File: config.mk
export PLATFORM = sky130hd
export DESIGN_NAME = status_led_pattern_controller_top
export DESIGN_NICKNAME = d
export VERILOG_FILES = /design/src/hw/rtl/slpc_pkg.sv /design/src/hw/rtl/slpc_cfg_regs.sv /design/src/hw/rtl/slpc_pattern_fsm.sv /design/src/hw/rtl/status_led_pattern_controller_top.sv
export SDC_FILE = /design/constraint.sdc
export NUM_CORES = 1
export LEC_CHECK = 0
export ABC_CLOCK_PERIOD_IN_PS = 4500
export BUFFER_PORTS_ARGS = -buffer_cell sky130_fd_sc_hd__buf_4
export CAP_MARGIN = 20
export CORE_MARGIN = 5
export CORE_UTILIZATION = 30
export CTS_CLUSTER_DIAMETER = 30
export DETAILED_ROUTE_END_ITERATION = 8
export PLACE_DENSITY = 0.57
export SLEW_MARGIN = 5
export SYNTH_ARGS = -nofsm -noshare
export SYNTH_HDL_FRONTEND = slang
export SYNTH_SLANG_ARGS = --single-unit
File: constraint.sdc
create_clock -name clk -period 4.5 [get_ports clk]
set_input_delay 0 -clock clk [delete_from_list [all_inputs] [get_ports clk]]
set_output_delay 0 -clock clk [all_outputs]
set_load 0.005 [all_outputs]
File: src/hw/rtl/slpc_pkg.sv
// Shared types and constants for the status LED pattern controller.
// Used by slpc_cfg_regs, slpc_pattern_fsm and the top level.
package slpc_pkg;

  localparam int TIMER_W = 16;
  localparam int CFG_W   = 16;
  localparam int CFG_IDX_W = 3;

  typedef logic [TIMER_W-1:0] timer_t;

  typedef enum logic [CFG_IDX_W-1:0] {
    CFG_FAST_ON  = 3'd0,
    CFG_FAST_OFF = 3'd1,
    CFG_SLOW_ON  = 3'd2,
    CFG_SLOW_OFF = 3'd3,
    CFG_PULSE    = 3'd4,
    CFG_GAP      = 3'd5
  } cfg_idx_t;

  localparam logic [CFG_W-1:0] RST_FAST_ON  = 16'd40;
  localparam logic [CFG_W-1:0] RST_FAST_OFF = 16'd40;
  localparam logic [CFG_W-1:0] RST_SLOW_ON  = 16'd50;
  localparam logic [CFG_W-1:0] RST_SLOW_OFF = 16'd150;
  localparam logic [CFG_W-1:0] RST_PULSE    = 16'd10;
  localparam logic [CFG_W-1:0] RST_GAP      = 16'd500;

  typedef struct packed {
    logic [CFG_W-1:0] fast_on;
    logic [CFG_W-1:0] fast_off;
    logic [CFG_W-1:0] slow_on;
    logic [CFG_W-1:0] slow_off;
    logic [CFG_W-1:0] pulse;
    logic [CFG_W-1:0] gap;
  } cfg_t;

  // motor_running sits in the lowest bit
  typedef struct packed {
    logic battery_low;
    logic network_healthy;
    logic joined_network;
    logic radio_off;
    logic motor_running;
  } flags_t;

  function automatic timer_t to_timer(logic [CFG_W-1:0] v);
    return TIMER_W'(v);
  endfunction

endpackage

File: src/hw/rtl/slpc_cfg_regs.sv
// Configuration register file: six tick durations.
// Depends on slpc_pkg.
module slpc_cfg_regs import slpc_pkg::*; (
  input  logic                 clk,
  input  logic                 rst,
  input  logic                 wr_en,
  input  logic [CFG_IDX_W-1:0] wr_index,
  input  logic [CFG_W-1:0]     wr_data,
  output cfg_t                 cfg
);

  always_ff @(posedge clk) begin
    if (rst) begin
      cfg.fast_on  <= RST_FAST_ON;
      cfg.fast_off <= RST_FAST_OFF;
      cfg.slow_on  <= RST_SLOW_ON;
      cfg.slow_off <= RST_SLOW_OFF;
      cfg.pulse    <= RST_PULSE;
      cfg.gap      <= RST_GAP;
    end else if (wr_en) begin
      unique case (cfg_idx_t'(wr_index))
        CFG_FAST_ON:  cfg.fast_on  <= wr_data;
        CFG_FAST_OFF: cfg.fast_off <= wr_data;
        CFG_SLOW_ON:  cfg.slow_on  <= wr_data;
        CFG_SLOW_OFF: cfg.slow_off <= wr_data;
        CFG_PULSE:    cfg.pulse    <= wr_data;
        CFG_GAP:      cfg.gap      <= wr_data;
        default: ;
      endcase
    end
  end

endmodule

File: src/hw/rtl/slpc_pattern_fsm.sv
// Pattern state machine with blink and pulse timers and the LED pin register.
// Depends on slpc_pkg.
module slpc_pattern_fsm import slpc_pkg::*; (
  input  logic       clk,
  input  logic       rst,
  input  logic       advance,
  input  flags_t     flags,
  input  cfg_t       cfg,
  output logic       pin_level,
  output logic [2:0] pattern_state
);

  typedef enum logic [6:0] {
    ST_IDLE = 7'b0000001,
    ST_ON   = 7'b0000010,
    ST_FAST = 7'b0000100,
    ST_SLOW = 7'b0001000,
    ST_DP0  = 7'b0010000,
    ST_DP1  = 7'b0100000,
    ST_DP2  = 7'b1000000
  } state_t;

  localparam logic [2:0] CODE_IDLE = 3'd0;
  localparam logic [2:0] CODE_ON   = 3'd1;
  localparam logic [2:0] CODE_FAST = 3'd2;
  localparam logic [2:0] CODE_SLOW = 3'd3;
  localparam logic [2:0] CODE_DP0  = 3'd4;
  localparam logic [2:0] CODE_DP1  = 3'd5;
  localparam logic [2:0] CODE_DP2  = 3'd6;

  state_t state, state_next;
  timer_t blink_cnt, blink_cnt_next;
  timer_t pulse_timer, pulse_timer_next;
  logic   led_pin, led_pin_next;
  timer_t blink_dec, pulse_dec;

  assign blink_dec = (blink_cnt != '0) ? blink_cnt - timer_t'(1) : '0;
  assign pulse_dec = (pulse_timer != '0) ? pulse_timer - timer_t'(1) : '0;

  always_comb begin
    state_next       = state;
    blink_cnt_next   = blink_cnt;
    pulse_timer_next = pulse_timer;
    led_pin_next     = led_pin;
    unique case (state)
      ST_IDLE: begin
        if (flags.motor_running) begin
          state_next   = ST_ON;
          led_pin_next = 1'b0;
        end else begin
          blink_cnt_next   = blink_dec;
          pulse_timer_next = pulse_dec;
          if (blink_dec == '0 && !flags.radio_off) begin
            if (!flags.joined_network) begin
              blink_cnt_next = to_timer(cfg.fast_on);
              state_next     = ST_FAST;
              led_pin_next   = 1'b0;
            end else if (!flags.network_healthy) begin
              blink_cnt_next = to_timer(cfg.slow_on);
              state_next     = ST_SLOW;
              led_pin_next   = 1'b0;
            end
          end
          if (flags.battery_low && pulse_dec == '0) begin
            pulse_timer_next = to_timer(cfg.pulse);
            state_next       = ST_DP0;
            led_pin_next     = 1'b0;
          end
        end
      end
      ST_ON: begin
        if (!flags.motor_running) begin
          led_pin_next = 1'b1;
          state_next   = ST_IDLE;
        end
      end
      ST_FAST, ST_SLOW: begin
        blink_cnt_next = blink_dec;
        if (blink_dec == '0) begin
          led_pin_next   = 1'b1;
          blink_cnt_next = to_timer((state == ST_FAST) ? cfg.fast_off : cfg.slow_off);
          state_next     = ST_IDLE;
        end
      end
      ST_DP0: begin
        pulse_timer_next = pulse_dec;
        if (pulse_dec == '0) begin
          pulse_timer_next = to_timer(cfg.pulse);
          led_pin_next     = 1'b1;
          state_next       = ST_DP1;
        end
      end
      ST_DP1: begin
        pulse_timer_next = pulse_dec;
        if (pulse_dec == '0) begin
          pulse_timer_next = to_timer(cfg.pulse);
          led_pin_next     = 1'b0;
          state_next       = ST_DP2;
        end
      end
      ST_DP2: begin
        pulse_timer_next = pulse_dec;
        if (pulse_dec == '0) begin
          pulse_timer_next = to_timer(cfg.gap);
          led_pin_next     = 1'b1;
          state_next       = ST_IDLE;
        end
      end
      default: state_next = ST_IDLE;
    endcase
  end

  always_ff @(posedge clk) begin
    if (rst) begin
      state       <= ST_IDLE;
      blink_cnt   <= '0;
      pulse_timer <= '0;
      led_pin     <= 1'b0;
    end else if (advance) begin
      state       <= state_next;
      blink_cnt   <= blink_cnt_next;
      pulse_timer <= pulse_timer_next;
      led_pin     <= led_pin_next;
    end
  end

  always_comb begin
    unique case (state)
      ST_IDLE: pattern_state = CODE_IDLE;
      ST_ON:   pattern_state = CODE_ON;
      ST_FAST: pattern_state = CODE_FAST;
      ST_SLOW: pattern_state = CODE_SLOW;
      ST_DP0:  pattern_state = CODE_DP0;
      ST_DP1:  pattern_state = CODE_DP1;
      ST_DP2:  pattern_state = CODE_DP2;
      default: pattern_state = CODE_IDLE;
    endcase
  end

  assign pin_level = led_pin;

endmodule

File: src/hw/rtl/status_led_pattern_controller_top.sv
// Status LED pattern controller top level: stream ports, config port, result valid.
// Depends on slpc_pkg, slpc_cfg_regs and slpc_pattern_fsm.
//
//   channel  handshake                  payload
//   s_       s_tvalid / s_tready        s_tdata[4:0]  status flags of one tick
//   m_       m_tvalid / m_tready        m_tdata[3:0]  pin level and pattern state
//   cfg_     cfg_valid / cfg_ready      cfg_index, cfg_data
//
// One tick per cycle while the m_ side is not stalled: the state registers double as the
// result register, so a tick's result shows on m_tdata in the cycle after its transfer in.
// A tick is taken while the result slot is empty or being drained this cycle.
// A stalled m_ side holds the result and the state. Reset is synchronous and
// restores the default durations, idle state, zero timers and pin low.
module status_led_pattern_controller_top import slpc_pkg::*; (
  input  logic                 clk,
  input  logic                 rst,
  input  logic                 s_tvalid,
  output logic                 s_tready,
  // [0] motor_running, [1] radio_off, [2] joined_network,
  // [3] network_healthy, [4] battery_low, [7:5] zero
  input  logic [7:0]           s_tdata,
  output logic                 m_tvalid,
  input  logic                 m_tready,
  // [0] pin_level, [3:1] pattern_state, [7:4] zero
  output logic [7:0]           m_tdata,
  input  logic                 cfg_valid,
  output logic                 cfg_ready,
  input  logic [CFG_IDX_W-1:0] cfg_index,
  input  logic [CFG_W-1:0]     cfg_data
);

  cfg_t       cfg;
  logic       take;
  logic       pin_level;
  logic [2:0] pattern_state;

  assign cfg_ready = 1'b1;
  assign s_tready  = !m_tvalid || m_tready;
  assign take      = s_tvalid && s_tready;

  slpc_cfg_regs u_cfg (
    .clk      (clk),
    .rst      (rst),
    .wr_en    (cfg_valid && cfg_ready),
    .wr_index (cfg_index),
    .wr_data  (cfg_data),
    .cfg      (cfg)
  );

  slpc_pattern_fsm u_fsm (
    .clk           (clk),
    .rst           (rst),
    .advance       (take),
    .flags         (flags_t'(s_tdata[4:0])),
    .cfg           (cfg),
    .pin_level     (pin_level),
    .pattern_state (pattern_state)
  );

  always_ff @(posedge clk) begin
    if (rst) begin
      m_tvalid <= 1'b0;
    end else if (take) begin
      m_tvalid <= 1'b1;
    end else if (m_tready) begin
      m_tvalid <= 1'b0;
    end
  end

  assign m_tdata = {4'b0000, pattern_state, pin_level};

endmodule

# Word-level counts from Yosys, hierarchy flattened
# Cells that the tools add are included.
dict set report totals {
  out_inout_bits 11
  input_bits 32
  elab_cells 100
  ff_bits 137
}
dict set report op_classes {
  add_sub_neg 2
  eq_ne 21
  muxes 38
  n_reduce_logical 28
}
# operator count
set op_table {}
lappend op_table {{$mux 16} 12}
lappend op_table {{$mux 7} 10}
lappend op_table {{$pmux 16 s3} 1}
lappend op_table {{$pmux 7 s6} 1}
lappend op_table {{$logic_not 16->1} 2}
lappend op_table {{$pmux 16 s2} 1}
lappend op_table {{$reduce_bool 16->1} 2}
lappend op_table {{$sub 16x1->16 const B} 2}
lappend op_table {{$pmux 3 s6} 1}
lappend op_table {{$reduce_and 8->1} 2}
lappend op_table {{$reduce_and 2->1} 6}
lappend op_table {{$mux 1} 11}
lappend op_table {{$ne 2x1->1 const B} 5}
lappend op_table {{$eq 7x1->1 const B} 1}
lappend op_table {{$eq 7x2->1 const B} 1}
lappend op_table {{$eq 7x3->1 const B} 1}
lappend op_table {{$eq 7x4->1 const B} 1}
lappend op_table {{$eq 7x5->1 const B} 1}
lappend op_table {{$eq 7x6->1 const B} 1}
lappend op_table {{$eq 7x7->1 const B} 1}
lappend op_table {{$eq 3x2->1 const B} 2}
lappend op_table {{$eq 3x3->1 const B} 2}
lappend op_table {{$reduce_and 3->1} 2}
lappend op_table {{$reduce_or 2->1} 3}
lappend op_table {{other kinds (12)} 17}

# Longest topological paths before layout
# Gate-level depths: netlist of the first run.
dict set report logic_depth {
  ltp_word 8
  mapped_depth 12
  ltp_nobuf 10
}

# By module
# A second synthesis of the first run with hierarchy kept.
dict set report hier_totals {
  cells_unflattened 869
  area_unflattened_um2 7658.6
}
# mod cells_per_inst area_each_um2 seq_area_each_um2 instances
set modules_own_cells {}
lappend modules_own_cells {slpc_cfg_regs 351 3842.4 1921.8 1}
lappend modules_own_cells {slpc_pattern_fsm 505 3708.6 800.8 1}
lappend modules_own_cells {status_led_pattern_controller_top 13 107.6 20.0 1}

# Worst setup path after synthesis of the first run
# OpenSTA, ideal clock, no wires.
dict set report synth_timing {
  kind {register to register}
  start {reg u_fsm.pulse_timer[0]}
  end {reg u_fsm.state[5]}
  path_slack_ns 1.222
  period_less_slack_ns 3.278
  setup_ns 0.070
  required_ns 4.430
  stages_incl_launch_ff 11
  n_path_buf 0
  arrival_ns 3.208
  path_cell_list {dfxtp_1 > inv_1 > ha_1 > or4b_1 > or4b_4 > mux2i_4 > a21boi_2 > a2111oi_4 > o221ai_2 > or4b_1 > a21oi_1}
}
dict set report synth_via {
  elab_chain_len 7
  elab_cells_between_ends 14
  classes_between {1 x add/sub; 5 x eq/ne; 4 x mux; 4 x reduce/logical}
}
# element line_no
set synth_lines {}
lappend synth_lines {{from (decl)} slpc_pattern_fsm.sv:33} ;# timer_t pulse_timer, pulse_timer_next;
lappend synth_lines {{from (signal assigned)} slpc_pattern_fsm.sv:122} ;# pulse_timer <= pulse_timer_next;
lappend synth_lines {{$sub 16x1->16 / $reduce_bool 16->1 (equally long branches)} slpc_pattern_fsm.sv:38} ;# assign pulse_dec = (pulse_timer != '0) ? pulse_timer - timer_t'(1) : '0;
lappend synth_lines {{$mux 16 *} slpc_pattern_fsm.sv:38}
lappend synth_lines {{$logic_not 16->1 *} -}
lappend synth_lines {{$logic_and 1x1->1} slpc_pattern_fsm.sv:64} ;# if (flags.battery_low && pulse_dec == '0) begin
lappend synth_lines {{$mux 7} slpc_pattern_fsm.sv:64}
lappend synth_lines {{$mux 7} slpc_pattern_fsm.sv:47} ;# if (flags.motor_running) begin
lappend synth_lines {{$pmux 7 s6} slpc_pattern_fsm.sv:45} ;# unique case (state)
lappend synth_lines {{to (signal assigned)} slpc_pattern_fsm.sv:120} ;# state <= state_next;
lappend synth_lines {{to (decl)} slpc_pattern_fsm.sv:31} ;# state_t state, state_next;
# Every way passes the cells marked *; elsewhere a longest branch is shown, timed or not.
# A chain may end at the register's enable or synchronous reset.

# Worst setup path after layout of the first run
# Same ends and word-level chain as after synthesis.

==> results.py, run 1 <==
metrics = {
    "sta": {
        "min_period_ps": 3730,
        "fin_crit_sh_pct": 82.8,
        "fmax_mhz": 268,
        "whs_ps": 23.5,
        "fin_skew_ps": 7.85,
        "maxSlewViolCount": 0,
        "fin_tns_setup_ps": 0,
        "hold_viol": 0,
        "grt_setup_unrepaired": "false",
        "worst_pin_slew_ps": 1020,
        "setup_viol": 0,
        "relSlewSlack_pct": 32.0,
    },
    "setup_path": {
        "critical_path.cell_chain": "inv_1 -> ha_1 -> or4b_1 -> or4b_4 -> mux2i_4 -> a21boi_2 -> a2111oi_4 -> o221ai_2 -> or4b_1 -> a21oi_1",
        "path_max_fanout": 10,
        "r2r-end": "u_fsm.state[5]$_SDFFE_PP0P_",
        "reg2reg_slack_ps": 770,
        "end_kind": "flop",
        "crit_cells": 10,
        "cp_top_family": "simple AND/OR/NAND/NOR gates",
        "r2r_start": "u_fsm.pulse_timer[0]$_SDFFE_PP0P_",
        "reg2regPathDepth": 10,
        "critPathLaunchType": "flop",
        "crit_type": "reg2reg",
        "worst-path-buf-inv": 1,
        "crit_path_frequent_cell": "or4b_1",
        "critPathMaxStageDelay_ps": 570,
        "worstPathRequired_ps": 4840,
        "slowest_stage": "or4b_4",
        "crit_arrival_ps": 4070,
    },
    "placement": {
        "gp_congestion": 0.895,
        "place_area_um2": 7440,
        "dp_hpwl_um": 14200,
        "port-buffer-count": 34,
    },
    "synth": {
        "syn_avg_cell_area_um2": 7.42,
        "synth-warning-count": 0,
        "synthTopCellsByArea": "dfxtp_1 39%, nand2_1 13%, a21oi_1 8.6%",
        "netlist_instances": 942,
        "yosys_most_used_dff": "dfxtp_1",
        "synth_edf_count": 0,
        "synth-async-reset-ratio_pct": 0,
        "synth.largest_area_cell": "dfxtp_1",
        "netlist.area_leader.share_pct": 39.3,
        "yosys_register_bits": 137,
        "ys_types": 63,
        "synth_area_um2": 6990,
        "yosysSeqAreaShare_pct": 39.3,
    },
    "grt": {
        "gr-total-overflow": 0,
        "antenna_found_initial": 0,
        "grt_pass1_wl_um": 33900,
        "grt_max_degree": 90,
        "grt_usage_pct": 15.9,
        "grt_pass1_vias": 6196,
    },
    "clock_network": {
        "postCtsSetupBuffers": 0,
        "cts_root_buffer": "clkbuf_16",
        "numCtsBuffers": 17,
        "worstSkewPairLatency_ps": 420,
        "tritoncts": "yes",
        "h-tree-depth": 4,
        "clock_path_buffers": 2,
        "cts_sinks": 137,
        "clk_pin_slew_ps": 60,
    },
    "run": {
        "cap_violations": 0,
    },
    "drt": {
        "via_per_inst": 5.20,
        "drtIter0Drc": 626,
        "vias": 6657,
        "avgRoutedWirePerCell_um": 16.1,
        "wl_um": 20700,
        "final_antenna_net_count": 0,
        "drc": 0,
        "first_pass_iters": 5,
    },
    "worst_hold_path": {
        "hp-class": "in2reg",
        "hold_end": "u_fsm.state[3]$_SDFFE_PP0P_",
        "min_path_cells": 4,
        "min_from": "s_tdata[1]",
    },
    "finish": {
        "final_cell_mix": "235 x nand2_1, 137 x dfxtp_1, 120 x a21oi_1",
        "layout_commonest_cell": "nand2_1",
        "layout-drive-gt1-share_pct": 10.4,
        "stdcell_area_um2": 8280,
        "fillers": 2405,
        "n_antenna_cell": 0,
        "area_growth_pct": 18.5,
        "final_nets": 990,
    },
    "floorplan": {
        "std_cell_rows": 55,
        "die_area_um2": 26400,
        "coreArea_um2": 22800,
        "die_width_um": 163,
        "die_y_um": 163,
        "start_util_pct": 30.7,
        "io_pins": 43,
    },
    "status": {
        "status": "complete, no violations",
    },
    "power_and_ir_drop": {
        "ir_worst_vdd_uv": 239,
        "powerDensity_nw_per_um2": 582,
        "leakage_nw": 3.05,
    },
}
metal layers:
layer | track usage [%] | share of wire (%) | up-vias
met4 | 5.64 | 2.3 | 0
li1 | - | - | 3309
met3 | 2.46 | 5.3 | 37
met5 | 0 | 0 | -
met1 | 23.1 | 48 | 3123
met2 | 23.8 | 44 | 188
worst register-to-register path, delay by kind of cell, from the launching register on:
kind            cells  cell delay (ps)
fa+ha+maj           1              330
buf+inv             1              110
simple gates        3             1640
flops               1              350
compound gates      4              940
mux                 1              280
Yosys cell counts (4+ instances only):
cell type and count:
or3_1 4, nand2_1 235, inv_1 18, a22o_1 7, nand2b_1 6, nand4_1 8, and3_1 6, nor2_1 62
o221ai_1 12, nand3_1 33, mux2i_1 13, a31oi_1 5, mux2_2 10, a21oi_1 120, buf_4 6, clkbuf_1 68
and2_1 6, nor4_1 11, o21ai_0 40, nor3_1 10, dfxtp_1 137, or2_2 4, xor2_1 6, o22ai_1 14
nor4b_1 4, or4_1 5, a22oi_1 20, nor3b_1 9, xnor2_1 14
final cells by class:
| cell class | instances | area, µm² | area share (%) |
|---|---|---|---|
| clock inverters | 7 | 138 | 1.66 |
| repair buffers | 66 | 549 | 6.64 |
| flip-flops and latches | 137 | 2740 | 33.1 |
| inverters | 18 | 67.6 | 0.816 |
| well taps | 313 | 392 | 4.73 |
| clock buffers | 24 | 502 | 6.06 |
| multi-input cells | 715 | 3890 | 47.0 |
registers in the layout, summed over array words and instances, names as in the netlist:
register           count
u_cfg.cfg             96
u_fsm.blink_cnt       16
u_fsm.pulse_timer     16
u_fsm.state            7
m_tvalid               1
u_fsm.pin_level        1
stage by stage:
| stage | std cells | worst slack [ps] | util, % | power [mW] |
|---|---|---|---|---|
| CTS | 1280 | 816 | 36.3 | 4.80 |
| detailed placement | 1229 | 855 | 32.7 | 3.26 |
| global placement | 1228 | 841 | 32.6 | 3.27 |
| floorplan | 945 | 1220 | - | 2.85 |
| global route | 1280 | 365 | 36.3 | 5.13 |
| finish | 1280 | 774 | 36.3 | 4.82 |
timing repair:
| item | CTS | global route |
|---|---|---|
| hold endpoints to repair | 99 | 0 |
| setup endpoints to repair | 0 | 0 |
| hold buffers | 20 | 0 |
| gates resized for setup | 0 | 0 |
worst max-delay path by stage:
stage / start / endpoint / slack, ps
3_5_place_dp: u_fsm.pulse_timer[0]$_SDFFE_PP0P_ / u_fsm.state[5]$_SDFFE_PP0P_ / 860
3_3_place_gp: u_fsm.pulse_timer[0]$_SDFFE_PP0P_ / u_fsm.state[5]$_SDFFE_PP0P_ / 840
2_1_floorplan: u_fsm.pulse_timer[0]$_SDFFE_PP0P_ / u_fsm.state[5]$_SDFFE_PP0P_ / 1220
5_1_grt: u_fsm.blink_cnt[0]$_SDFFE_PP0P_ / u_fsm.blink_cnt[14]$_SDFFE_PP0P_ / 370
6_report: u_fsm.pulse_timer[0]$_SDFFE_PP0P_ / u_fsm.state[5]$_SDFFE_PP0P_ / 770
4_1_cts: u_fsm.pulse_timer[0]$_SDFFE_PP0P_ / u_fsm.state[5]$_SDFFE_PP0P_ / 820
report_power, final:
group | switching, mW | leakage [nW] | internal, mW
clock | 0.531 | 0.312 | 0.997
combinational | 1.09 | 1.63 | 0.733
sequential | 0.151 | 1.11 | 1.32
kinds of logic (layout without fill, tap and decap cells):
group                    after synthesis  count (layout)  synth area share, %
buffers and inverters                 93             115                 5.32
other                                  2               5                0.108
AND/OR/NAND/NOR                      420             420                 27.3
XOR/XNOR                              20              20                 2.51
adder cells (fa/ha/maj)                3               3                0.537
multiplexers                          24              24                 3.80
flip-flops                           137             137                 39.3
AO/OA/AOI/OAI                        243             243                 21.2
Note: power is estimated with default switching activity, not from simulation.
==> inputs of run 2 (changes only) <==
ABC_CLOCK_PERIOD_IN_PS = 3500   (was 4500)
clock period = 3.5 ns   (was 4.5 ns; I/O delays follow)
==> run 2 against run 1 <==
Effect of this change:
- routed wire length up 3.2%
- sequential share of layout area fell by 0.55 points
- largest power group unchanged
- critical endpoint unchanged
- core utilization up 0.62 points
- final area up 1.7%
- highest routed layer unchanged
- sequential power grew 28%
==> results.py, run 2 (same netlist as run 1, synthesis figures left out) <==
metrics = {
    "sta": {
        "fin_tns_setup_ps": 0,
        "hold_viol": 0,
        "fin_crit_sh_pct": 94.0,
        "maxSlewViolCount": 0,
        "min_period_ps": 3290,
        "grt_setup_unrepaired": "false",
        "worst_pin_slew_ps": 1060,
        "worst_slack_ps": 210,
        "relSlewSlack_pct": 29.3,
        "fmax_mhz": 304,
        "fin_skew_ps": 7.08,
        "setup_viol": 0,
    },
    "worst_hold_path": {
        "hp-class": "in2reg",
        "min_from": "cfg_index[0]",
        "hold_end": "u_cfg.cfg[61]$_SDFFE_PP0P_",
        "min_path_cells": 4,
    },
    "clock_network": {
        "cts_root_buffer": "clkbuf_16",
        "worstSkewPairLatency_ps": 430,
        "postCtsSetupBuffers": 0,
        "clock_path_buffers": 2,
        "numCtsBuffers": 17,
        "cts_sinks": 137,
        "h-tree-depth": 4,
        "tritoncts": "yes",
        "clk_pin_slew_ps": 60,
    },
    "floorplan": {
        "io_pins": 43,
        "coreArea_um2": 22800,
        "start_util_pct": 30.7,
        "std_cell_rows": 55,
        "die_y_um": 163,
        "die_area_um2": 26400,
        "die_width_um": 163,
    },
    "drt": {
        "final_antenna_net_count": 0,
        "first_pass_iters": 5,
        "wl_um": 21300,
        "drtIter0Drc": 576,
        "avgRoutedWirePerCell_um": 16.4,
        "drc": 0,
        "vias": 6722,
        "via_per_inst": 5.17,
    },
    "power_and_ir_drop": {
        "power_mw": 6.35,
        "ir_worst_vdd_uv": 299,
        "powerDensity_nw_per_um2": 755,
        "leakage_nw": 3.14,
    },
    "run": {
        "cap_violations": 0,
    },
    "setup_path": {
        "critPathLaunchType": "flop",
        "crit_type": "reg2reg",
        "path_max_fanout": 7,
        "crit_arrival_ps": 3630,
        "worstPathRequired_ps": 3840,
        "r2r_start": "u_fsm.pulse_timer[1]$_SDFFE_PP0P_",
        "r2r-end": "u_fsm.state[5]$_SDFFE_PP0P_",
        "end_kind": "flop",
        "reg2reg_slack_ps": 210,
        "reg2regPathDepth": 10,
    },
    "finish": {
        "top_register": "u_cfg.cfg",
        "largest_reg_flops": 96,
        "final_nets": 1010,
        "layout-drive-gt1-share_pct": 12.4,
        "n_antenna_cell": 0,
        "top_regs": "u_cfg.cfg x96, u_fsm.blink_cnt x16, u_fsm.pulse_timer x16",
        "layout_commonest_cell": "nand2_1",
        "final_cell_mix": "235 x nand2_1, 137 x dfxtp_1, 120 x a21oi_1",
        "area_growth_pct": 20.5,
        "stdcell_area_um2": 8420,
    },
    "grt": {
        "grt_pass1_wl_um": 34100,
        "grt_max_degree": 92,
        "antenna_found_initial": 0,
        "grt_usage_pct": 16.0,
        "gr-total-overflow": 0,
        "grt_pass1_vias": 6247,
    },
    "placement": {
        "port-buffer-count": 34,
        "dp_hpwl_um": 14600,
        "dpl_worst_slack_ps": 179,
        "place_area_um2": 7580,
        "gp_congestion": 0.868,
    },
    "status": {
        "status": "complete, no violations",
    },
}
-- run 2: layout make-up --
class	instances	area, µm²
multi-input cells	715	3910
well taps	313	392
clock buffers	19	433
inverters	18	67.6
repair buffers	86	698
flip-flops and latches	137	2740
clock inverters	13	178
fillers	2379	14400
-- run 2: repair_timing --
action | in CTS | in global routing
setup endpoints to repair | 0 | 11
hold buffers | 21 | 0
hold endpoints to repair | 103 | 0
resized for setup | 0 | 3
-- run 2: routing by layer --
layer  up-vias  track usage (%)  share of wire [%]
met3        29             2.66                4.5
met1      3174             22.7                 48
li1       3346                -                  -
met2       173             25.0                 46
met5         -                0                  0
met4         0             4.92                1.6
-- run 2: how the worst max path moves through the flow --
stage / to / slack [ps] / from / cells past startpoint
after detailed placement: u_fsm.state[5]$_SDFFE_PP0P_ / 180 / u_fsm.pulse_timer[1]$_SDFFE_PP0P_ / 10
final: u_fsm.state[5]$_SDFFE_PP0P_ / 210 / u_fsm.pulse_timer[1]$_SDFFE_PP0P_ / 10
after global placement: u_fsm.state[5]$_SDFFE_PP0P_ / 190 / u_fsm.pulse_timer[1]$_SDFFE_PP0P_ / 10
after global routing: u_fsm.state[5]$_SDFFE_PP0P_ / 20 / u_fsm.pulse_timer[1]$_SDFFE_PP0P_ / 10
after floorplan: u_fsm.state[5]$_SDFFE_PP0P_ / 220 / u_fsm.pulse_timer[0]$_SDFFE_PP0P_ / 10
after CTS: u_fsm.state[5]$_SDFFE_PP0P_ / 160 / u_fsm.pulse_timer[1]$_SDFFE_PP0P_ / 10
-- run 2: worst max-delay path, cell delays in order (launching register included) --
cell,delay [ps]
dfxtp_1,340
inv_1,90
ha_1,150
or4b_1,490
or4b_4,560
mux2i_4,240
a21boi_2,100
a2111oi_4,390
o221ai_4,230
or4b_1,500
a21oi_1,120
-- run 2: where the power goes --
| group | switching, mW | total [mW] | leakage, nW | internal (mW) |
|---|---|---|---|---|
| Clock | 0.702 | 1.89 | 0.296 | 1.19 |
| Sequential | 0.182 | 1.88 | 1.11 | 1.70 |
| Combinational | 1.47 | 2.59 | 1.73 | 1.12 |
-- run 2: metrics by stage --
step	cells	hold WS (ps)	utilization [%]
after floorplan	945	124	-
after global placement	1248	246	33.3
after detailed placement	1248	255	33.3
after CTS	1301	32.0	36.9
after global routing	1301	71.7	37.0
final	1301	34.4	37.0
